### config.mk
export PLATFORM = sky130hd
export DESIGN_NAME = base64_encoder_unit
export DESIGN_NICKNAME = d
export VERILOG_FILES = /design/src/hw/rtl/b64e_pkg.sv /design/src/hw/rtl/base64_encoder_unit.sv /design/src/hw/rtl/b64e_front.sv /design/src/hw/rtl/b64e_fifo.sv /design/src/hw/rtl/b64e_back.sv
export VERILOG_INCLUDE_DIRS = /design/src /design/src/hw/rtl
export SDC_FILE = /design/constraint.sdc
export NUM_CORES = 1
export LEC_CHECK = 0
export ABC_AREA = 1
export BUFFER_PORTS_ARGS = -buffer_cell sky130_fd_sc_hd__buf_2
export CAP_MARGIN = 20
export CORE_ASPECT_RATIO = 1.5
export CORE_MARGIN = 10
export CORE_UTILIZATION = 63
export CTS_BUF_LIST = sky130_fd_sc_hd__clkbuf_8
export DETAILED_ROUTE_END_ITERATION = 10
export GPL_TIMING_DRIVEN = 0
export PLACE_DENSITY = 0.8
export SYNTH_ARGS = -nofsm -noshare
export SYNTH_HDL_FRONTEND = slang
export SYNTH_SLANG_ARGS = --single-unit
### constraint.sdc
create_clock -name i_clk -period 2.6 [get_ports i_clk]
set_input_delay 0.26 -clock i_clk [delete_from_list [all_inputs] [get_ports i_clk]]
set_output_delay 0.26 -clock i_clk [all_outputs]
set_load 0.02 [all_outputs]
### src/hw/rtl/assert_macros.svh
// Shared assertion macros. Every assertion is clocked on i_clk and is
// disabled while i_rst_n is low.
`ifndef ASSERT_MACROS_SVH
`define ASSERT_MACROS_SVH

// The property must hold at every clock edge.
`define ASSERT_ALWAYS(label, prop, msg) \
    label: assert property (@(posedge i_clk) disable iff (!i_rst_n) (prop)) \
        else $error(msg);

// If the antecedent holds, the consequent must hold in the same cycle.
`define ASSERT_IMPLIES(label, ante, cons, msg) \
    label: assert property (@(posedge i_clk) disable iff (!i_rst_n) \
        (ante) |-> (cons)) else $error(msg);

`endif

### src/hw/rtl/b64e_pkg.sv
package b64e_pkg;

    // Number of entries in the queue between the front and back parts.
    localparam int FifoDepth = 2;

    // ASCII code of the padding character '='.
    localparam logic [7:0] PadChar = 8'd61;

    // One completed group: 24 bits of data, the number of trailing pad
    // characters (0 to 2), and a flag for the end of the message.
    typedef struct packed {
        logic [23:0] bits;
        logic [1:0]  npad;
        logic        last;
    } t_group;

    // Maps a 6-bit value to its character in the standard alphabet.
    function automatic logic [7:0] sextet_to_char(input logic [5:0] v);
        logic [7:0] w;
        w = {2'b00, v};
        if (v <= 6'd25) begin
            return w + 8'd65;
        end else if (v <= 6'd51) begin
            return w + 8'd71;
        end else if (v <= 6'd61) begin
            return w - 8'd4;
        end else if (v == 6'd62) begin
            return 8'd43;
        end else begin
            return 8'd47;
        end
    endfunction

endpackage

### src/hw/rtl/base64_encoder_unit.sv
// A byte that closes a group is written into the group queue, then loaded
// into the one-character output register, and only then is its first
// character offered on o_valid; the four characters of a group follow in
// order, one per cycle while i_ready is high. The output register thus sets
// the pace at four characters per group; short bursts at one byte per cycle,
// taken while the group queue is not full, are absorbed by the queue.
// Reset: synchronous, active low; clears the open group and empties the queue.
module base64_encoder_unit #(
    parameter int FIFO_DEPTH = b64e_pkg::FifoDepth
) (
    input  logic       i_clk,
    input  logic       i_rst_n,
    input  logic       i_valid,
    output logic       o_ready,
    input  logic [7:0] i_data_byte,
    input  logic       i_last_byte,
    output logic       o_valid,
    input  logic       i_ready,
    output logic [7:0] o_out_char,
    output logic       o_last_char
);

    b64e_pkg::t_group push_group;
    b64e_pkg::t_group head_group;
    logic             push;
    logic             full;
    logic             head_valid;
    logic             pop;

    b64e_front u_front (
        .i_clk       (i_clk),
        .i_rst_n     (i_rst_n),
        .i_valid     (i_valid),
        .o_ready     (o_ready),
        .i_data_byte (i_data_byte),
        .i_last_byte (i_last_byte),
        .i_full      (full),
        .o_push      (push),
        .o_group     (push_group)
    );

    b64e_fifo #(
        .DEPTH (FIFO_DEPTH)
    ) u_fifo (
        .i_clk   (i_clk),
        .i_rst_n (i_rst_n),
        .i_push  (push),
        .i_group (push_group),
        .o_full  (full),
        .o_valid (head_valid),
        .o_group (head_group),
        .i_pop   (pop)
    );

    b64e_back u_back (
        .i_clk       (i_clk),
        .i_rst_n     (i_rst_n),
        .i_valid     (head_valid),
        .i_group     (head_group),
        .o_pop       (pop),
        .o_valid     (o_valid),
        .i_ready     (i_ready),
        .o_out_char  (o_out_char),
        .o_last_char (o_last_char)
    );

endmodule

### src/hw/rtl/b64e_front.sv
`include "assert_macros.svh"

module b64e_front (
    input  logic                i_clk,
    input  logic                i_rst_n,
    input  logic                i_valid,
    output logic                o_ready,
    input  logic [7:0]          i_data_byte,
    input  logic                i_last_byte,
    input  logic                i_full,
    output logic                o_push,
    output b64e_pkg::t_group    o_group
);

    logic [7:0] r_pend0, n_pend0;
    logic [7:0] r_pend1, n_pend1;
    logic [1:0] r_cnt,   n_cnt;
    logic       accept;

    // Input is held off whenever the queue is full, even for bytes that
    // would only be stored.
    assign o_ready = !i_full;
    assign accept  = i_valid && o_ready;

    always_comb begin
        n_pend0      = r_pend0;
        n_pend1      = r_pend1;
        n_cnt        = r_cnt;
        o_push       = 1'b0;
        o_group.bits = {r_pend0, r_pend1, i_data_byte};
        o_group.npad = 2'd0;
        o_group.last = i_last_byte;
        if (accept) begin
            case (r_cnt)
                2'd0: begin
                    n_pend0 = i_data_byte;
                    if (i_last_byte) begin
                        o_push       = 1'b1;
                        o_group.bits = {i_data_byte, 16'h0000};
                        o_group.npad = 2'd2;
                    end else begin
                        n_cnt = 2'd1;
                    end
                end
                2'd1: begin
                    n_pend1 = i_data_byte;
                    if (i_last_byte) begin
                        o_push       = 1'b1;
                        o_group.bits = {r_pend0, i_data_byte, 8'h00};
                        o_group.npad = 2'd1;
                        n_cnt        = 2'd0;
                    end else begin
                        n_cnt = 2'd2;
                    end
                end
                default: begin
                    // A third byte completes the group.
                    o_push = 1'b1;
                    n_cnt  = 2'd0;
                end
            endcase
        end
    end

    always_ff @(posedge i_clk) begin
        if (!i_rst_n) begin
            r_cnt   <= 2'd0;
            r_pend0 <= 8'h00;
            r_pend1 <= 8'h00;
        end else begin
            r_cnt   <= n_cnt;
            r_pend0 <= n_pend0;
            r_pend1 <= n_pend1;
        end
    end

    `ASSERT_ALWAYS(a_cnt_range, r_cnt != 2'd3, "group count reached three")

endmodule

### src/hw/rtl/b64e_fifo.sv
`include "assert_macros.svh"

module b64e_fifo #(
    parameter int DEPTH = b64e_pkg::FifoDepth
) (
    input  logic                i_clk,
    input  logic                i_rst_n,
    input  logic                i_push,
    input  b64e_pkg::t_group    i_group,
    output logic                o_full,
    output logic                o_valid,
    output b64e_pkg::t_group    o_group,
    input  logic                i_pop
);

    localparam int PtrW = (DEPTH > 1) ? $clog2(DEPTH) : 1;
    localparam int CntW = $clog2(DEPTH + 1);

    b64e_pkg::t_group r_mem [DEPTH];
    logic [PtrW-1:0]  r_wptr, n_wptr;
    logic [PtrW-1:0]  r_rptr, n_rptr;
    logic [CntW-1:0]  r_count, n_count;

    assign o_full  = (r_count == CntW'(DEPTH));
    assign o_valid = (r_count != '0);
    assign o_group = r_mem[r_rptr];

    always_comb begin
        n_wptr  = r_wptr;
        n_rptr  = r_rptr;
        n_count = r_count;
        if (i_push) begin
            n_wptr = (r_wptr == PtrW'(DEPTH - 1)) ? '0 : r_wptr + 1'b1;
        end
        if (i_pop) begin
            n_rptr = (r_rptr == PtrW'(DEPTH - 1)) ? '0 : r_rptr + 1'b1;
        end
        if (i_push && !i_pop) begin
            n_count = r_count + 1'b1;
        end else if (i_pop && !i_push) begin
            n_count = r_count - 1'b1;
        end
    end

    always_ff @(posedge i_clk) begin
        if (i_push) begin
            r_mem[r_wptr] <= i_group;
        end
    end

    always_ff @(posedge i_clk) begin
        if (!i_rst_n) begin
            r_wptr  <= '0;
            r_rptr  <= '0;
            r_count <= '0;
        end else begin
            r_wptr  <= n_wptr;
            r_rptr  <= n_rptr;
            r_count <= n_count;
        end
    end

    `ASSERT_IMPLIES(a_no_overflow, o_full, !i_push, "push into a full queue")
    `ASSERT_IMPLIES(a_no_underflow, !o_valid, !i_pop, "pop from an empty queue")

endmodule

### src/hw/rtl/b64e_back.sv
module b64e_back (
    input  logic                i_clk,
    input  logic                i_rst_n,
    input  logic                i_valid,
    input  b64e_pkg::t_group    i_group,
    output logic                o_pop,
    output logic                o_valid,
    input  logic                i_ready,
    output logic [7:0]          o_out_char,
    output logic                o_last_char
);

    logic [1:0] r_idx,   n_idx;
    logic       r_valid, n_valid;
    logic [7:0] r_char,  n_char;
    logic       r_last,  n_last;
    logic       load;
    logic [5:0] sextet;
    logic       is_pad;

    // The output register takes a new character whenever a group is waiting and the
    // register is empty or its current transaction completes in this cycle.
    assign load = i_valid && (!r_valid || i_ready);
    assign o_pop = load && (r_idx == 2'd3);

    always_comb begin
        case (r_idx)
            2'd0:    sextet = i_group.bits[23:18];
            2'd1:    sextet = i_group.bits[17:12];
            2'd2:    sextet = i_group.bits[11:6];
            default: sextet = i_group.bits[5:0];
        endcase
        is_pad = ((i_group.npad == 2'd2) && (r_idx >= 2'd2))
              || ((i_group.npad == 2'd1) && (r_idx == 2'd3));
    end

    always_comb begin
        n_idx   = r_idx;
        n_valid = r_valid;
        n_char  = r_char;
        n_last  = r_last;
        if (load) begin
            n_idx   = r_idx + 2'd1;
            n_valid = 1'b1;
            n_char  = is_pad ? b64e_pkg::PadChar : b64e_pkg::sextet_to_char(sextet);
            n_last  = i_group.last && (r_idx == 2'd3);
        end else if (i_ready) begin
            n_valid = 1'b0;
        end
    end

    always_ff @(posedge i_clk) begin
        if (!i_rst_n) begin
            r_idx   <= 2'd0;
            r_valid <= 1'b0;
        end else begin
            r_idx   <= n_idx;
            r_valid <= n_valid;
        end
    end

    always_ff @(posedge i_clk) begin
        r_char <= n_char;
        r_last <= n_last;
    end

    assign o_valid     = r_valid;
    assign o_out_char  = r_char;
    assign o_last_char = r_last;

endmodule
==> impl_metrics.tcl, run 1 <==
set metrics [dict create \
    grt_antenna_before_repair 0 \
    final.period_utilization 0.935 \
    routedWlPerCell_um 14.4 \
    worst_slew_pin_slew_ps 959 \
    postSynthAreaPerCell_sq_um 8.91 \
    ys.flop_type "edfxtp_1" \
    coreArea_sq_um 6490 \
    synth_area_sq_um 4220 \
    grt_max_degree 19 \
    nets 534 \
    gp_congestion 0.905 \
    r2r_setup_slack_ps 170 \
    port-buffer-count 23 \
    clockBufferDepth 2 \
    hold_path.class "input port to flop" \
    postCtsHoldBufs 0 \
    crit_type "flop to flop" \
    tns_ps 0 \
    num_io_pins 24 \
    die_w_um 86.8 \
    via_per_inst 5.36 \
    die_h_um 120 \
    multi_input_area_sq_um 1470 \
    gr-usage-met1 0.179 \
    fin_area_sq_um 4660 \
    drv_cap 0 \
    grt_pass1_wl_um 14500 \
    netSwitchingFraction 0.328 \
    status "finished clean" \
    slew_viol_final 0 \
    grt-ovfl-total 0 \
    grt_pass1_vias 3162 \
    critPathCaptureType "flop" \
    synth_area_leaders "edfxtp_1 45%, dfxtp_1 12%, nand2_1 10%" \
    power_mw 3.44 \
    grt_busiest_layer "met2" \
    cts_made_buffers 9 \
    hpwlAfterDp_um 6620 \
    register_area_sq_um 2420 \
    slew-limit-headroom 0.360 \
    layout-drive-gt1-share 0.153 \
    rows 36 \
    clock_latency_ps 360 \
    fmax_mhz 411 \
    finalSetupViolations 0 \
    die-area_sq_um 10400 \
    yosysSeqAreaShare 0.572 \
    synthToLayoutAreaGrowth_pct 10.5 \
    critPathLaunchType "flop" \
    ys_types 29 \
    cts_tree "yes" \
    vdd_ir_drop_max_uv 558 \
    drc 0 \
    synth-seq-cells 89 \
    clock-sinks 89 \
    timing.critical_path.arrival_ps 2550 \
    ys.warnings.count 0 \
    cts_root_buf "clkbuf_8" \
    p_int_mw 2.31 \
    hold_viol_final 0 \
    seq_power_share 0.496 \
    diodes 0 \
    vias 3181 \
    start_util 0.650 \
    power_leakage_nw 2.03 \
    synth.top_cell.area_share 0.449 \
    p_switching_mw 1.13 \
    grt_usage 0.175 \
    skew_ps 13.2 \
    syn-num-nets 495 \
    synth_edf_count 63 \
    drt-initial-drc-count 170 \
    fillerInstances 518 \
    pwr-share-clk 0.227 \
    cp.required_ps 2710 \
    wl_um 8550 \
    async_flop_share 0 \
    path_clk_slew_ps 90 \
    htreeDepth 3 \
    critPathMaxFanout 10 \
    period_minus_slack_ps 2430 \
    syn_inst 473 \
    first_pass_iters 5 \
    comb_power_share 0.277 \
    yosysTopAreaCell "edfxtp_1" \
    use_met2 0.317 \
    placed_area_sq_um 4460 \
    ant_nets 0 \
    use_met3 0.0403 \
    p_per_area_nw_per_um2 738 \
]
-- state kept, by name, summed over array words and instances (netlist names), named ones only --
register	flops
u_fifo.r_mem	54
u_back.o_out_char	8
u_front.r_pend0	8
u_front.r_pend1	8
u_back.r_idx	2
u_fifo.r_count	2
u_front.r_cnt	2
u_back.o_last_char	1
u_back.o_valid	1
u_fifo.r_rptr	1
u_fifo.r_wptr	1
-- path summary, 6_finish.rpt --
kind                 startpoint                    to  depth (start not counted)
min                 i_last_byte    u_fifo.r_mem[0][0]                          1
max             u_back.r_idx[0]  u_back.o_out_char[1]                         16
max reg2reg     u_back.r_idx[0]  u_back.o_out_char[1]                         16
min reg2reg  u_front.r_pend0[4]    u_front.r_pend0[4]                          2
-- cell usage in the layout, fill, tap and decap left out, types with 2 or more instances in the layout --
cell type,count
a21oi_1,43
buf_2,26
buf_4,6
buf_6,3
clkbuf_1,4
clkbuf_8,9
dfxtp_1,24
dfxtp_4,2
edfxtp_1,63
ha_1,9
inv_1,73
inv_2,6
inv_4,2
mux2i_1,2
nand2_1,113
nand2_2,5
nand2_4,2
nand3_1,24
nand3_2,3
nand4_1,3
nor2_1,37
nor2_2,8
o21ai_0,26
o22ai_1,8
xor2_1,4
-- cell type report --
| class | instances | area share |
|---|---|---|
| sequential | 89 | 0.519 |
| multi-input combinational | 296 | 0.316 |
| inverter | 75 | 0.0604 |
| timing repair buffer | 28 | 0.0344 |
| clock buffer | 9 | 0.0266 |
| tap | 76 | 0.0204 |
| buffer | 13 | 0.0164 |
| clock inverter | 7 | 0.00698 |
-- synthesized netlist by cell type, types with 2 or more instances --
master	count
nand2_1	113
o22ai_1	8
nand2_4	2
nand4_1	3
xor2_1	4
buf_2	5
o21ai_0	26
buf_4	2
inv_1	69
nor2_1	41
nand3_1	24
o21ai_1	2
nor2_2	5
ha_1	9
nand3_2	3
nand2_2	5
clkbuf_1	5
a21oi_1	43
inv_2	6
dfxtp_1	26
edfxtp_1	63
mux2i_1	2
-- per-layer routing --
| metal | vias up | share of wire |
|---|---|---|
| li1 | 1614 | - |
| met1 | 1465 | 0.38 |
| met2 | 82 | 0.55 |
| met3 | 20 | 0.037 |
| met4 | 0 | 0.034 |
| met5 | - | 0 |
-- cell families (layout without fill, tap and decap cells) --
logic type,after synthesis,after routing,share of synthesized area
AND/OR/NAND/NOR,198,198,0.200
flip-flops,89,89,0.572
buffers and inverters,88,132,0.0834
AO/OA/AOI/OAI,82,82,0.104
adder cells (fa/ha/maj),9,9,0.0267
XOR/XNOR,4,4,0.00831
multiplexers,2,2,0.00475
other,1,1,0.000889
-- power by group through the flow --
stage | clock (mW) | combinational, mW | sequential, mW
2_1_floorplan | 0 | 0.630 | 1.77
3_3_place_gp | 0 | 0.897 | 1.73
3_5_place_dp | 0 | 0.923 | 1.74
4_1_cts | 0.796 | 0.928 | 1.70
5_1_grt | 0.847 | 1.09 | 1.71
6_report | 0.779 | 0.954 | 1.71
-- worst max-delay path: stages (launching register included) --
cell,delay (ps)
dfxtp_4,380
inv_1,70
ha_1,210
buf_2,200
a21oi_1,140
nand2_1,60
nand2_1,70
nand2_1,70
nand2_2,120
inv_2,80
ha_1,210
a21oi_1,150
nand2_1,70
nand2_2,120
a21oi_1,80
nand2_1,90
inv_1,50
-- per-stage QoR --
| step | instances | hold slack (ps) | utilization | setup slack [ps] |
|---|---|---|---|---|
| final | 593 | 110 | 0.719 | 168 |
| after detailed placement | 575 | 435 | 0.688 | 58.3 |
| after global routing | 593 | 87.3 | 0.719 | -0.0171 |
| after CTS | 591 | 88.3 | 0.712 | 41.5 |
| after global placement | 572 | 433 | 0.682 | -521 |
| after floorplan | 473 | 359 | - | 3.96 |
-- timing repair --
item,4_1_cts,5_1_grt
setup endpoints to repair,0,6
buffers inserted,0,2
hold endpoints to repair,0,0
gates resized for setup,0,13
No activity file was read; power rests on OpenSTA's default activity.
==> run 2, diff against run 1 <==
Settings changed: GPL_TIMING_DRIVEN 0 to not set, PLACE_DENSITY 0.8 to not set, PLACE_DENSITY_LB_ADDON set to 0.12.
==> run 2 against run 1 <==
  * Routed wire length grew 3.0%
  * Die area is the same
  * Setup slack gained 77 ps
  * Sequential cell count is the same
  * Critical endpoint is now u_back.o_out_char[4]
  * Via count grew 1.9%
==> impl_metrics.tcl, run 2 (same netlist as run 1, synthesis figures left out) <==
set metrics [dict create \
    max_stage_delay_ps 490 \
    clockBufferDepth 2 \
    port-buffer-count 23 \
    vias 3242 \
    ant_nets 0 \
    layout_common_cells "113 x nand2_1, 73 x inv_1, 63 x edfxtp_1, 43 x a21oi_1, 38 x nor2_1" \
    num_io_pins 24 \
    fillerInstances 488 \
    diodes 0 \
    path_clk_slew_ps 80 \
    grt_max_degree 28 \
    postCtsHoldBufs 0 \
    tns_ps 0 \
    grt_antenna_before_repair 0 \
    fin_area_sq_um 4650 \
    grt_pass1_wl_um 14600 \
    die_h_um 120 \
    clock_latency_ps 350 \
    largest_reg_flops 54 \
    drc 0 \
    via_per_inst 5.54 \
    path_buf_inv 2 \
    worst_slew_pin_slew_ps 671 \
    die-area_sq_um 10400 \
    placed_area_sq_um 4450 \
    slew-limit-headroom 0.552 \
    worstPathCellList "buf_4, nand2_1, nand3_1, nand2_1, nor2_1, nor2_2, ha_1, nand2_1, nand2_1, nand2_2, inv_2, nand2_1, nand2_1, nand2_1, nand2_1" \
    final.period_utilization 0.906 \
    nets 526 \
    gp_congestion 0.982 \
    skew_ps 5.99 \
    drt-initial-drc-count 335 \
    fmax_mhz 425 \
    registers.top_by_ff_count "u_fifo.r_mem" \
    die_w_um 86.8 \
    wl_um 8810 \
    grt_usage 0.174 \
    rows 36 \
    hold_viol_final 0 \
    critPathMaxFanout 15 \
    clock-sinks 89 \
    cts_made_buffers 9 \
    grt-ovfl-total 0 \
    vdd_ir_drop_max_uv 469 \
    path_delay_family "simple AND/OR/NAND/NOR gates" \
    hold_path.class "input port to flop" \
    rsz0062_at_grt "false" \
    cts_tree "yes" \
    finalSetupViolations 0 \
    final_common_cell "nand2_1" \
    p_per_area_nw_per_um2 761 \
    drv_cap 0 \
    htreeDepth 3 \
    routedWlPerCell_um 15.1 \
    power_leakage_nw 2.00 \
    cts_root_buf "clkbuf_8" \
    period_minus_slack_ps 2350 \
    grt_pass1_vias 3207 \
    crit_path_top_delay_cell "dfxtp_1" \
    final_util 0.716 \
    coreArea_sq_um 6490 \
    timing.critical_path.arrival_ps 2470 \
    power_mw 3.53 \
    synthToLayoutAreaGrowth_pct 10.2 \
    critPathLaunchType "flop" \
    layout-drive-gt1-share 0.149 \
    start_util 0.650 \
    status "finished clean" \
    critPathCaptureType "flop" \
    cp.required_ps 2720 \
    first_pass_iters 5 \
    hpwlAfterDp_um 6550 \
    crit_type "flop to flop" \
    cpMostUsedCell "nand2_1" \
    slew_viol_final 0 \
]
## run 2: what timing repair did
action	4_1_cts	5_1_grt
resized for setup	0	6
setup buffers	0	0
setup endpoints to repair	0	6
## run 2: cell type report
type	instances	area, sq um	share of cell area
clock buffers	9	124	0.0267
clock inverters	7	56.3	0.0121
inverters	75	282	0.0606
multi-input cells	296	1470	0.317
flip-flops and latches	89	2410	0.519
well taps	76	95.1	0.0205
repair buffers	33	203	0.0436
## run 2: worst reg2reg max path: stages (launching register included)
cell	delay, ps
dfxtp_1	490
buf_4	270
nand2_1	90
nand3_1	100
nand2_1	100
nor2_1	150
nor2_2	80
ha_1	250
nand2_1	80
nand2_1	60
nand2_2	110
inv_2	90
nand2_1	70
nand2_1	70
nand2_1	60
nand2_1	40
## run 2: final timing paths
kind                      start                    to  slack (ps)  cells after the start
min                 i_last_byte    u_fifo.r_mem[1][0]         120                      1
max reg2reg                flop  u_back.o_out_char[4]         250                     15
min reg2reg  u_front.r_pend0[5]    u_front.r_pend0[5]         450                      2
max                        flop  u_back.o_out_char[4]         250                     15
## run 2: metal layers
layer  vias up  track usage  wire, um
met4         0       0.0742       179
met3        17       0.0457       524
met5         -            0         0
met1      1494        0.203      3580
met2       129        0.293      4520
li1       1602            -         -
## run 2: per-stage QoR
stage / setup WS (ps) / cells / hold slack [ps]
6_report: 245 / 585 / 120
5_1_grt: 11.6 / 585 / 97.0
4_1_cts: 117 / 585 / 107
3_5_place_dp: 149 / 569 / 437
3_3_place_gp: 158 / 569 / 434
2_1_floorplan: 3.96 / 473 / 359
## run 2: power breakdown
part / total, mW / switching [mW] / internal [mW]
logic: 0.947 / 0.644 / 0.303
clock network: 0.883 / 0.453 / 0.430
registers: 1.70 / 0.0379 / 1.67
total: 3.53 / 1.14 / 2.40
==> run 3, diff against run 2 <==
Settings changed: CORE_MARGIN 10 to not set, GPL_ROUTABILITY_DRIVEN set to 1, MAX_ROUTING_LAYER set to met4.
==> run 3 against run 2 <==
  * Die area fell by 33%
  * Count of clock-buffer cells in the layout rose by 1
  * Combinational power increased by 1%
  * Maximum frequency shrank 3.1%
  * First-iteration DRC count is 56% lower
  * Largest cell class unchanged
  * Sequential cell count stayed put
  * Core utilization grew 0.71 points
  * Register-to-register slack worse by 80 ps
  * Cell count is the same
==> impl_metrics.tcl, run 3 (same netlist as run 1, synthesis figures left out) <==
set metrics [dict create \
    die-area_sq_um 7030 \
    timing.critical_path.arrival_ps 2530 \
    drv_cap 0 \
    gp_congestion 0.802 \
    cts_root_buf "clkbuf_8" \
    layout_common_cells "113 x nand2_1, 72 x inv_1, 63 x edfxtp_1, 43 x a21oi_1, 39 x nor2_1" \
    grt_pass1_vias 3019 \
    start_util 0.650 \
    coreArea_sq_um 6490 \
    rows 36 \
    largest_reg_flops 54 \
    fillerInstances 503 \
    hold_viol_final 0 \
    synthToLayoutAreaGrowth_pct 11.3 \
    final_cells 585 \
    clock-sinks 89 \
    cts_made_buffers 9 \
    register_area_sq_um 2410 \
    worst_slew_pin_slew_ps 634 \
    skew_ps 8.19 \
    htreeDepth 3 \
    final.period_utilization 0.935 \
    vias 3180 \
    reg2reg_depth 15 \
    hold_start "i_last_byte" \
    hold_path.class "input port to flop" \
    grt_max_degree 29 \
    die_w_um 68.8 \
    final_common_cell "nand2_1" \
    max_stage_delay_ps 380 \
    cts_tree "yes" \
    status "finished clean" \
    postCtsHoldBufs 0 \
    die_h_um 102 \
    fmax_mhz 412 \
    clock_latency_ps 350 \
    num_io_pins 24 \
    clockBufferDepth 2 \
    grt-ovfl-total 0 \
    grt_pass1_wl_um 13500 \
    critPathLaunchType "flop" \
    ant_nets 0 \
    nets 526 \
    worstPathCellList "inv_1, ha_4, a21oi_1, nand2_1, nand2_1, nand2_1, nand2_2, inv_2, ha_1, a21oi_1, nand2_1, nand2_2, inv_2, nand2_1, nand3_1" \
    crit_type "flop to flop" \
    first_pass_iters 5 \
    crit_path_top_delay_cell "dfxtp_2" \
    port-buffer-count 23 \
    critPathCaptureType "flop" \
    wl_um 8640 \
    timing.rr.end "u_back.o_out_char[5]" \
    power_leakage_nw 2.02 \
    grt_antenna_before_repair 0 \
    multi_input_area_sq_um 1500 \
    p_per_area_nw_per_um2 782 \
    power_mw 3.67 \
    drc 0 \
    slew_viol_final 0 \
    dpl.cell_count 569 \
    cp.required_ps 2700 \
    r2r_setup_slack_ps 170 \
    diodes 0 \
    vdd_ir_drop_max_uv 581 \
    cpMostUsedCell "nand2_1" \
    period_minus_slack_ps 2430 \
    finalSetupViolations 0 \
    drt-initial-drc-count 148 \
    r2r-start "u_back.r_idx[1]" \
    whs_path_depth 1 \
    min_to "u_fifo.r_mem[0][0]" \
    via_per_inst 5.44 \
    routedWlPerCell_um 14.8 \
    critPathMaxFanout 10 \
    path_clk_slew_ps 80 \
    grt_usage 0.280 \
    slew-limit-headroom 0.577 \
    registers.top_by_ff_count "u_fifo.r_mem" \
    hpwlAfterDp_um 6200 \
    layout-drive-gt1-share 0.149 \
]
## run 3: cell types whose count changed in the layout (fill, tap and decap cells not counted), moves of 2 or more
cell     before  now
dfxtp_2       0    2
ha_4          0    3
dfxtp_1      26   24
ha_2          4    1
## run 3: where the power goes
| group | switching (mW) | internal (mW) |
|---|---|---|
| combinational | 0.653 | 0.307 |
| sequential | 0.0393 | 1.67 |
| clock | 0.447 | 0.554 |
## run 3: critical path, delay by kind of cell (launching register included)
kind | cells | cell delay, ps
and+or+nand+nor | 8 | 720
AOI/OAI and AO/OA | 2 | 350
buffers and inverters | 3 | 300
DFF | 1 | 380
adders and majority gates | 2 | 430
## run 3: area by class of cell
type                            instances  area share
Clock inverter                          6      0.0160
Multi-Input combinational cell        296       0.319
Tap cell                               76      0.0203
Inverter                               75      0.0600
Timing Repair Buffer                   33      0.0405
Sequential cell                        89       0.515
Clock buffer                           10      0.0293
## run 3: how the worst max path moves through the flow
stage / startpoint / to / slack [ps] / cells after the start
6_report: u_back.r_idx[1] / u_back.o_out_char[5] / 170 / 15
3_5_place_dp: u_back.r_idx[0] / u_back.o_out_char[5] / 60 / 17
3_3_place_gp: u_back.r_idx[0] / u_back.o_out_char[5] / 100 / 17
5_1_grt: u_back.r_idx[0] / u_back.o_out_char[5] / -9 / 17
4_1_cts: u_back.r_idx[1] / u_back.o_out_char[5] / 30 / 15
2_1_floorplan: u_fifo.r_count[0] / u_fifo.r_mem[1][0] / 4 / 6
## run 3: repair_timing
item,CTS,global route
setup endpoints to repair,0,6
gates resized for setup,0,9
buffers inserted,0,0
endpoints found under the hold margin,0,0
## run 3: metal layers
layer	vias up	track usage	routed length, um
met1	1460	0.282	3380
met5	-	-	0
met2	95	0.481	4470
li1	1596	-	-
met3	29	0.0558	403
met4	0	0.171	391
## run 3: stage by stage
step                      setup slack (ps)  cell area (sq um)  TNS, ps  hold WS, ps   util
after CTS                             33.8               4650        0          119  0.717
after global placement                98.4               4440        0          433  0.684
final                                  170               4690        0          131  0.723
after global routing                 -9.20               4690    -9.20          131  0.723
after detailed placement              60.6               4440        0          436  0.684
after floorplan                       3.96               4220        0          359      -
